## config.mk

```make
export PLATFORM = sky130hd
export DESIGN_NAME = lru_cache_set_writeback_unit
export DESIGN_NICKNAME = d
export VERILOG_FILES = /design/src/rtl/lcsw_pkg.sv /design/src/rtl/lcsw_set.sv /design/src/rtl/lru_cache_set_writeback_unit.sv
export SDC_FILE = /design/constraint.sdc
export NUM_CORES = 1
export LEC_CHECK = 0
export BUFFER_PORTS_ARGS = -buffer_cell sky130_fd_sc_hd__buf_2
export CAP_MARGIN = 20
export CORE_ASPECT_RATIO = 1.4
export CORE_MARGIN = 3
export CORE_UTILIZATION = 55
export CTS_CLUSTER_SIZE = 20
export DETAILED_ROUTE_END_ITERATION = 8
export GPL_TIMING_DRIVEN = 0
export PLACE_DENSITY_LB_ADDON = 0.2
export SKIP_LAST_GASP = 1
export SLEW_MARGIN = 20
export SYNTH_ARGS = -nofsm -noshare
export SYNTH_HDL_FRONTEND = slang
export SYNTH_SLANG_ARGS = --single-unit
```

## constraint.sdc

```tcl
create_clock -name clk -period 9.2 [get_ports clk]
set_input_delay 1.84 -clock clk [delete_from_list [all_inputs] [get_ports clk]]
set_output_delay 1.84 -clock clk [all_outputs]
set_load 0.01 [all_outputs]
```

## src/rtl/lcsw_pkg.sv

```systemverilog
// Package for the cache set: sizes, request codes, result type and address helpers.
package lcsw_pkg;

	localparam int WAYS      = 4;
	localparam int ADDR_BITS = 32;
	localparam int WAY_W     = (WAYS > 1) ? $clog2(WAYS) : 1;
	localparam int AGE_W     = WAY_W;

	// request codes; the unused code is served as a read
	localparam logic [1:0] REQ_READ        = 2'd0;
	localparam logic [1:0] REQ_WRITE       = 2'd1;
	localparam logic [1:0] REQ_DIRTY_WRITE = 2'd2;

	typedef logic [AGE_W-1:0]     age_t;
	typedef logic [WAY_W-1:0]     way_t;
	typedef logic [ADDR_BITS-1:0] line_addr_t;

	typedef struct packed {
		logic        hit;
		logic        dirty_evict;
		logic [31:0] evict_address;
	} result_t;

	// 32-bit block address into the stored width (truncate or zero-extend)
	function automatic line_addr_t to_line_addr(input logic [31:0] a);
		line_addr_t r;
		r = '0;
		for (int i = 0; i < ADDR_BITS && i < 32; i++) begin
			r[i] = a[i];
		end
		return r;
	endfunction

	// low 32 bits of a stored address
	function automatic logic [31:0] to_evict_addr(input line_addr_t a);
		logic [31:0] r;
		r = '0;
		for (int i = 0; i < ADDR_BITS && i < 32; i++) begin
			r[i] = a[i];
		end
		return r;
	endfunction

endpackage

```

## src/rtl/lcsw_set.sv

```systemverilog
// Way storage of the set with lookup, victim choice and LRU age update.
module lcsw_set (
	input  logic                   clk,
	input  logic                   arst_n,
	input  logic                   en,
	input  logic [1:0]             req_type,
	input  logic [31:0]            tag_in,
	input  logic [31:0]            block_address,
	output lcsw_pkg::result_t      result
);
	import lcsw_pkg::*;

	logic             valid_q [WAYS];
	logic             dirty_q [WAYS];
	age_t             age_q   [WAYS];
	logic [31:0]      tag_q   [WAYS];
	line_addr_t       addr_q  [WAYS];

	logic  hit;
	way_t  hit_way;
	way_t  victim_way;
	way_t  sel;
	age_t  thresh;
	logic  is_write;
	logic  evict;
	logic  new_dirty;

	// tag match (highest matching way wins) and victim (the oldest way)
	always_comb begin
		hit        = 1'b0;
		hit_way    = '0;
		victim_way = '0;
		for (int w = 0; w < WAYS; w++) begin
			if (valid_q[w] && tag_q[w] == tag_in) begin
				hit     = 1'b1;
				hit_way = WAY_W'(w);
			end
		end
		// ages are a permutation, so exactly one way holds the top age
		for (int w = WAYS - 1; w >= 0; w--) begin
			if (age_q[w] == AGE_W'(WAYS - 1)) begin
				victim_way = WAY_W'(w);
			end
		end
	end

	assign sel      = hit ? hit_way : victim_way;
	assign thresh   = age_q[sel];
	assign is_write = (req_type == REQ_WRITE) || (req_type == REQ_DIRTY_WRITE);
	assign evict    = !hit && valid_q[sel] && dirty_q[sel];
	assign new_dirty = is_write || (hit && dirty_q[sel]);

	assign result.hit           = hit;
	assign result.dirty_evict   = evict;
	assign result.evict_address = evict ? to_evict_addr(addr_q[sel]) : 32'd0;

	// control state: valid, dirty, ages
	always_ff @(posedge clk or negedge arst_n) begin
		if (!arst_n) begin
			for (int w = 0; w < WAYS; w++) begin
				valid_q[w] <= 1'b0;
				dirty_q[w] <= 1'b0;
				age_q[w]   <= AGE_W'(w);
			end
		end else if (en) begin
			for (int w = 0; w < WAYS; w++) begin
				if (WAY_W'(w) == sel) begin
					valid_q[w] <= 1'b1;
					dirty_q[w] <= new_dirty;
					age_q[w]   <= '0;
				end else if (age_q[w] < thresh) begin
					age_q[w] <= age_q[w] + 1'b1;
				end
			end
		end
	end

	// line payload: tag and address of the chosen way
	always_ff @(posedge clk) begin
		if (en) begin
			tag_q[sel]  <= tag_in;
			addr_q[sel] <= to_line_addr(block_address);
		end
	end

endmodule

```

## src/rtl/lru_cache_set_writeback_unit.sv

```systemverilog
// Top level of the write-back cache set with true LRU replacement.
// Usage:
//   Requests (req_type, tag_in, block_address) enter on req_valid/req_ready.
//   Each request gives exactly one response (hit, dirty_evict, evict_address)
//   on rsp_valid/rsp_ready, in request order.
//   A request taken into the request register is looked up there; its
//   response enters the response register once that is free or drained.
//   Throughput: one request per cycle while responses are taken; tag compare,
//   victim pick and age update are combinational between the two registers.
//   A stalled response (rsp_ready low) holds in the response register; an
//   empty request register still takes one more request, then req_ready
//   stays low until the response is taken.
//   Reset (arst_n low) empties both registers, clears valid and dirty bits
//   and sets each way's age to its own index; no request is lost or
//   repeated across a stall.
module lru_cache_set_writeback_unit (
	input  logic        clk,
	input  logic        arst_n,
	input  logic        req_valid,
	output logic        req_ready,
	input  logic [1:0]  req_type,
	input  logic [31:0] tag_in,
	input  logic [31:0] block_address,
	output logic        rsp_valid,
	input  logic        rsp_ready,
	output logic        hit,
	output logic        dirty_evict,
	output logic [31:0] evict_address
);
	import lcsw_pkg::*;

	logic        valid_s1;
	logic [1:0]  req_type_s1;
	logic [31:0] tag_s1;
	logic [31:0] addr_s1;
	logic        rsp_valid_q;
	result_t     rsp_q;
	result_t     res;
	logic        advance;

	// lookup fires when the response register is free or being drained
	assign advance   = valid_s1 && (!rsp_valid_q || rsp_ready);
	assign req_ready = !valid_s1 || advance;

	// request register
	always_ff @(posedge clk or negedge arst_n) begin
		if (!arst_n) begin
			valid_s1 <= 1'b0;
		end else if (req_ready) begin
			valid_s1 <= req_valid;
		end
	end

	always_ff @(posedge clk) begin
		if (req_valid && req_ready) begin
			req_type_s1 <= req_type;
			tag_s1      <= tag_in;
			addr_s1     <= block_address;
		end
	end

	lcsw_set u_set (
		.clk           (clk),
		.arst_n        (arst_n),
		.en            (advance),
		.req_type      (req_type_s1),
		.tag_in        (tag_s1),
		.block_address (addr_s1),
		.result        (res)
	);

	// response register
	always_ff @(posedge clk or negedge arst_n) begin
		if (!arst_n) begin
			rsp_valid_q <= 1'b0;
		end else if (advance) begin
			rsp_valid_q <= 1'b1;
		end else if (rsp_ready) begin
			rsp_valid_q <= 1'b0;
		end
	end

	always_ff @(posedge clk) begin
		if (advance) begin
			rsp_q <= res;
		end
	end

	assign rsp_valid     = rsp_valid_q;
	assign hit           = rsp_q.hit;
	assign dirty_evict   = rsp_q.dirty_evict;
	assign evict_address = rsp_q.evict_address;

endmodule

```

Yosys cells after proc, flatten, opt, wreduce, memory -nomap -nowiden
Memories as Yosys holds them, arrays and structs flattened. A register that Yosys moved wholly into a read port is not among the register bits.
Cells that the tools add are included.
{"block": "classes", "addsub": 4, "mul": 0, "div": 0, "order_cmp": 5, "n_eq_ne": 13, "n_shift": 0, "mux": 33, "n_bitwise": 1, "n_reduce_logical": 31}
{"cell": "$eq A32 B32 Y1", "n": 4}
{"cell": "$mux W2", "n": 17}
{"cell": "$reduce_and A2 Y1", "n": 8}
{"cell": "$mux W1", "n": 13}
{"cell": "$eq A2 B2 Y1 const B", "n": 5}
{"cell": "$reduce_bool A2 Y1", "n": 5}
{"cell": "$logic_and A1 B1 Y1", "n": 9}
{"cell": "$add A2 B1 Y2 const B", "n": 4}
{"cell": "$lt A2 B2 Y1", "n": 4}
{"cell": "$bmux W1 S2", "n": 2}
{"cell": "$bmux W2 S2", "n": 1}
{"cell": "$eq A2 B2 Y1 const A", "n": 2}
{"cell": "$logic_not A1 Y1", "n": 4}
{"cell": "$logic_or A1 B1 Y1", "n": 4}
{"cell": "$ge A3 B3 Y1 const B", "n": 1}
{"cell": "$not A2 Y3", "n": 1}
{"cell": "$eq A1 B2 Y1 const A", "n": 1}
{"cell": "$eq A2 B1 Y1 const B", "n": 1}
{"cell": "$logic_not A2 Y1", "n": 1}
{"block": "word_totals", "regBits": 86, "latchBits": 0, "mem_bits_rw": 256, "mem_bits_ro": 0, "output_inout_bits": 36, "elab_cells": 108, "n_memories": 2}
{"memory": "u_set.addr_q", "words": 4, "width": 32, "rd": 1, "rd_clocked_by_memory_dff": 1, "write_ports": 1, "line_no": "lcsw_set.sv:17", "rtl": "line_addr_t addr_q [WAYS];"}
{"memory": "u_set.tag_q", "words": 4, "width": 32, "rd": 4, "rd_clocked_by_memory_dff": 0, "write_ports": 1, "line_no": "lcsw_set.sv:16", "rtl": "logic [31:0] tag_q [WAYS];"}

Longest topological paths before layout
An unclocked memory read counts as a cell.
{"block": "logic_depth", "depth_word": 15, "mapped_depth": 12, "ltp_nobuf": 9}

By module
From an unflattened synthesis, not the netlist that was laid out.
{"block": "unflattened", "hier_cells": 807, "hier_area_um2": 14259.9}
{"mod": "lcsw_set", "instances": 1, "cells_per_inst": 699, "area_per_inst_um2": 11153.2, "seq_area_each_um2": 8092.8}
{"mod": "lru_cache_set_writeback_unit", "instances": 1, "cells_per_inst": 108, "area_per_inst_um2": 3106.7, "seq_area_each_um2": 3052.9}

Worst setup path before layout
Ideal clock, no wire load.
{"block": "synth_path", "path_kind": "input-to-reg", "startpoint": "input port rsp_ready", "endpoint": "register u_set.dirty_q[3] (netlist bit)", "setup_ns": 0.128, "arrival_ns": 5.371, "required_time_ns": 9.072, "path_slack_ns": 3.701, "path_stages": 4, "path_buffers": 0, "cell_sequence": "nand2b_1 > nand2_1 > nor2_1 > mux2_2"}
{"block": "synth_via", "elab_chain_cells": 3}
{"element": "start, declared", "line_no": "lru_cache_set_writeback_unit.sv:25", "rtl": "input logic rsp_ready,"}
{"element": "$logic_or A1 B1 Y1", "line_no": "lru_cache_set_writeback_unit.sv:42", "rtl": "assign advance = valid_s1 && (!rsp_valid_q || rsp_ready);"}
{"element": "$logic_and A1 B1 Y1", "line_no": "lru_cache_set_writeback_unit.sv:42"}
{"element": "$reduce_and A2 Y1 (no source line)"}
{"element": "end signal, assigned by index", "line_no": "lcsw_set.sv:69", "rtl": "dirty_q[w] <= new_dirty;"}
{"element": "end, declared", "line_no": "lcsw_set.sv:14", "rtl": "logic dirty_q [WAYS];"}
Every way passes these cells.
A chain may end at the register's enable or synchronous reset.

Worst setup path after layout
{"block": "layout_path", "startpoint": "register tag_s1[27]", "endpoint": "memory u_set.addr_q[1][24] (netlist bit) (enable)"}
{"block": "layout_via", "elab_chain_cells": 7, "elab_cells_between_ends": 16, "cone_classes": "eq/ne: 4; mux: 8; reduce/logical: 4"}
{"element": "start, declared", "line_no": "lru_cache_set_writeback_unit.sv:34", "rtl": "logic [31:0] tag_s1;"}
{"element": "start signal, assigned", "line_no": "lru_cache_set_writeback_unit.sv:57", "rtl": "tag_s1 <= tag_in;"}
{"element": "$eq A32 B32 Y1", "line_no": "lcsw_set.sv:34", "rtl": "if (valid_q[w] && tag_q[w] == tag_in) begin"}
{"element": "$logic_and A1 B1 Y1", "line_no": "lcsw_set.sv:34"}
{"element": "$mux W1 (4 in series)", "line_no": "lcsw_set.sv:34"}
{"element": "$mux W2 (*)", "line_no": "lcsw_set.sv:47", "rtl": "assign sel = hit ? hit_way : victim_way;"}
{"element": "end, declared", "line_no": "lcsw_set.sv:17"}
Mark *: on every way between the ends. The rest lies on a longest branch, timed or not.

==> run metrics <==
number of CTS-inserted buffers 36; fmax 227 MHz; Tmin final about 4.4 ns; core area about 26000 um^2; area share of the largest cell type after synthesis approximately three quarters; CTS tree built; DR vias/cell ~5.8; critical path required time 9.38 ns; Worst R2R Setup Slack roughly 4.8 ns; Fillers approximately 1800; end point of the critical path u_set.addr_q[1][24]; Critical R2R Launch tag_s1[27]; Post-synth EDFFs roughly 360; dpl ws between 4 and 5 ns; First-pass DRT Iterations 5; Seq/Total Area, Yosys between 70 and 80%; clk slew on worst S/H paths ~0.06 ns; Setup Fix Bufs, Post-CTS 0; CP startpoint tag_s1[27]; DR vias just under 8000; clk root buf clkbuf_16; CP cell instances xor2_1 > nor4_1 > nand4_1 > or3_1 > a211oi_2 > nand2_1 > inv_4 > buf_12; Rows just under 70; drt initial violations about 520; dpl cell area about 16000 um^2; cells after synthesis ~850; LEAKAGE 5.84 nW; Post-Syn Nets a little over 900; Async SR Flop Fraction just under 5%; CP max stage cell a211oi_2; initial core utilization between 50 and 60%; CP delay by family, top simple AND/OR/NAND/NOR gates; Reg2Reg Capture Point u_set.addr_q[1][24]; Hold Vio Cnt, Final 0; routability cong. 0.916; Synth Flop Type edfxtp_1; DRT antenna net count 0; hold_ws slightly below 0.5 ns; kind of critical path reg2reg; DIE AREA between 20000 and 30000 um^2; Yosys Warn Count 0; clock sink total approximately 370; clk_skew between 0.02 and 0.03 ns; Syn Area/Cell roughly 17 um^2; # resized after CTS 0; H-tree levels 2; most common cell after layout, fill and taps aside edfxtp_1; Ant. Diodes 0; antenna violations before repair 0; layout cells sized above 1 around a fifth; Remaining Overflow, GRT 0; Area Overhead vs Synth 15.8%; maximum vdd drop ~0.18 mV; cell area after synthesis roughly 15000 um^2; I/O Buffers about 110; io pins around 110; Chip Height around 200 um; CP Depth 8; DRC violations left 0; commonest cells after routing, fill and taps aside edfxtp_1, buf_2, xor2_1; Final setup violation count 0; Total Wirelength 28.9 mm; largest net degree at the start of global routing 43; vias in the first global route slightly below 8000; largest cells by area after synthesis edfxtp_1, xor2_1, xnor2_1, dfrtp_1, a221oi_1; fin crit share 47.9%; worst hold path type reg2reg; worst slew pin tran 0.976 ns; max cap viols 0; slowest stage delay, CP ~0.81 ns; Seq cells post-synth about 370; Synth area leader edfxtp_1; Setup crit start kind flop; worst reg-to-reg path cell count 8; Die Wd 143 um; Setup WS post-layout 4.79 ns; clock latency on the worst-skew pair around 0.52 ns; Avg WL per Cell roughly 21 um; RSZ-0062 raised after global routing no; CP Data Arrival Time around 4.6 ns; Pwr Density 302 nW/um^2; TNS Setup 0 ns; Slew Viols, Final 0; run status finished, final reports clean; buffer levels on the longest clock path 3; dpl hpwl around 19 mm; total track usage about a fifth; critical path peak fanout 35; Crit path buffers/inverters 2; Design Power around 5.1 mW; final std cell area, no fill between 15000 and 20000 um^2; crit path capture type flop; post-synth cell types between 50 and 60; global-route wire length before repair about 44 mm; # hold bufs at CTS 0; fin nets between 1000 and 1500; worst rel slew slack between 30% and 40%
## worst register-to-register path, delay by kind of cell, from the launching register on
kind | cells | cell delay [ns]
buf+inv | 2 | 0.76
compound gates | 1 | 0.81
xor+xnor | 1 | 0.26
simple gates | 4 | 1.66
flops | 1 | 0.59
## metrics by stage
stage	std cells	utilization, %
finish	1345	65.6
global route	1345	65.6
CTS	1345	65.6
detailed placement	1279	61.0
global placement	1271	60.2
floorplan	847	-
## flip-flops by register name, summed over array words and instances, names as in the netlist
register / cells
u_set.addr_q: 128
u_set.tag_q: 128
addr_s1: 32
evict_address: 32
tag_s1: 32
u_set.age_q: 8
u_set.dirty_q: 4
u_set.valid_q: 4
req_type_s1: 2
dirty_evict: 1
hit: 1
rsp_valid: 1
valid_s1: 1
## metal layers
metal | wire (um) | global-route usage (%)
met5 | 0 | 0
met4 | 1040 | 7.96
met3 | 1230 | 3.00
met2 | 15800 | 37.4
met1 | 10900 | 24.5
## final cells by class
| type | instances | area, um^2 | area share, % |
|---|---|---|---|
| repair buffers | 113 | 716 | 4.26 |
| clock inverters | 12 | 121 | 0.722 |
| well taps | 319 | 399 | 2.37 |
| plain buffers | 27 | 148 | 0.878 |
| inverters | 19 | 76.3 | 0.454 |
| clock buffers | 54 | 1040 | 6.19 |
| flip-flops and latches | 374 | 11100 | 66.3 |
| multi-input cells | 427 | 3160 | 18.8 |
## report_power, final
group	total (mW)	internal, mW	switching (mW)
clock network	1.44	0.843	0.596
registers	2.38	2.25	0.132
logic	1.26	0.506	0.752
## cell families (layout without fill, tap and decap cells)
group                      count (synthesis)  in the layout  share of synthesized area (%)
AOI/OAI and AO/OA                        105            105                           6.24
xor gates and xnor gates                 126            126                           7.60
muxes                                      5              5                          0.388
DFF                                      374            374                           76.8
buffers and inverters                     46            225                           1.47
and+or+nand+nor                          187            187                           7.16
adders and majority gates                  4              4                          0.345
## synthesized netlist by cell type, drive strengths merged (3+ instances only)
master and instances:
a211oi 3, a221oi 36, a22o 34, a2bb2oi 3, a41o 4, and2 5
and4 3, buf 6, clkbuf 21, dfrtp 14, dfstp 4, edfxtp 356
ha 4, inv 19, mux2 5, nand2 20, nand2b 17, nand3 10
nand3b 3, nand4 17, nor2 40, nor2b 3, nor3 15, nor3b 7
nor4 29, nor4b 4, o21ai 7, o22ai 3, or3 3, or4 5
xnor2 47, xor2 79
## how the worst min path moves through the flow
| stage | start | slack, ns | end | depth (start not counted) |
|---|---|---|---|---|
| 2_1_floorplan | u_set.valid_q[3] | 0.45 | u_set.valid_q[3] | 1 |
| 4_1_cts | addr_s1[31] | 0.50 | u_set.addr_q[0][31] | 0 |
| 3_5_place_dp | addr_s1[25] | 0.48 | u_set.addr_q[3][25] | 0 |
| 3_3_place_gp | addr_s1[10] | 0.47 | u_set.addr_q[0][10] | 0 |
| 6_report | addr_s1[25] | 0.49 | u_set.addr_q[0][25] | 0 |
| 5_1_grt | addr_s1[31] | 0.52 | u_set.addr_q[3][31] | 0 |
Note: power is estimated with default switching activity, not from simulation.
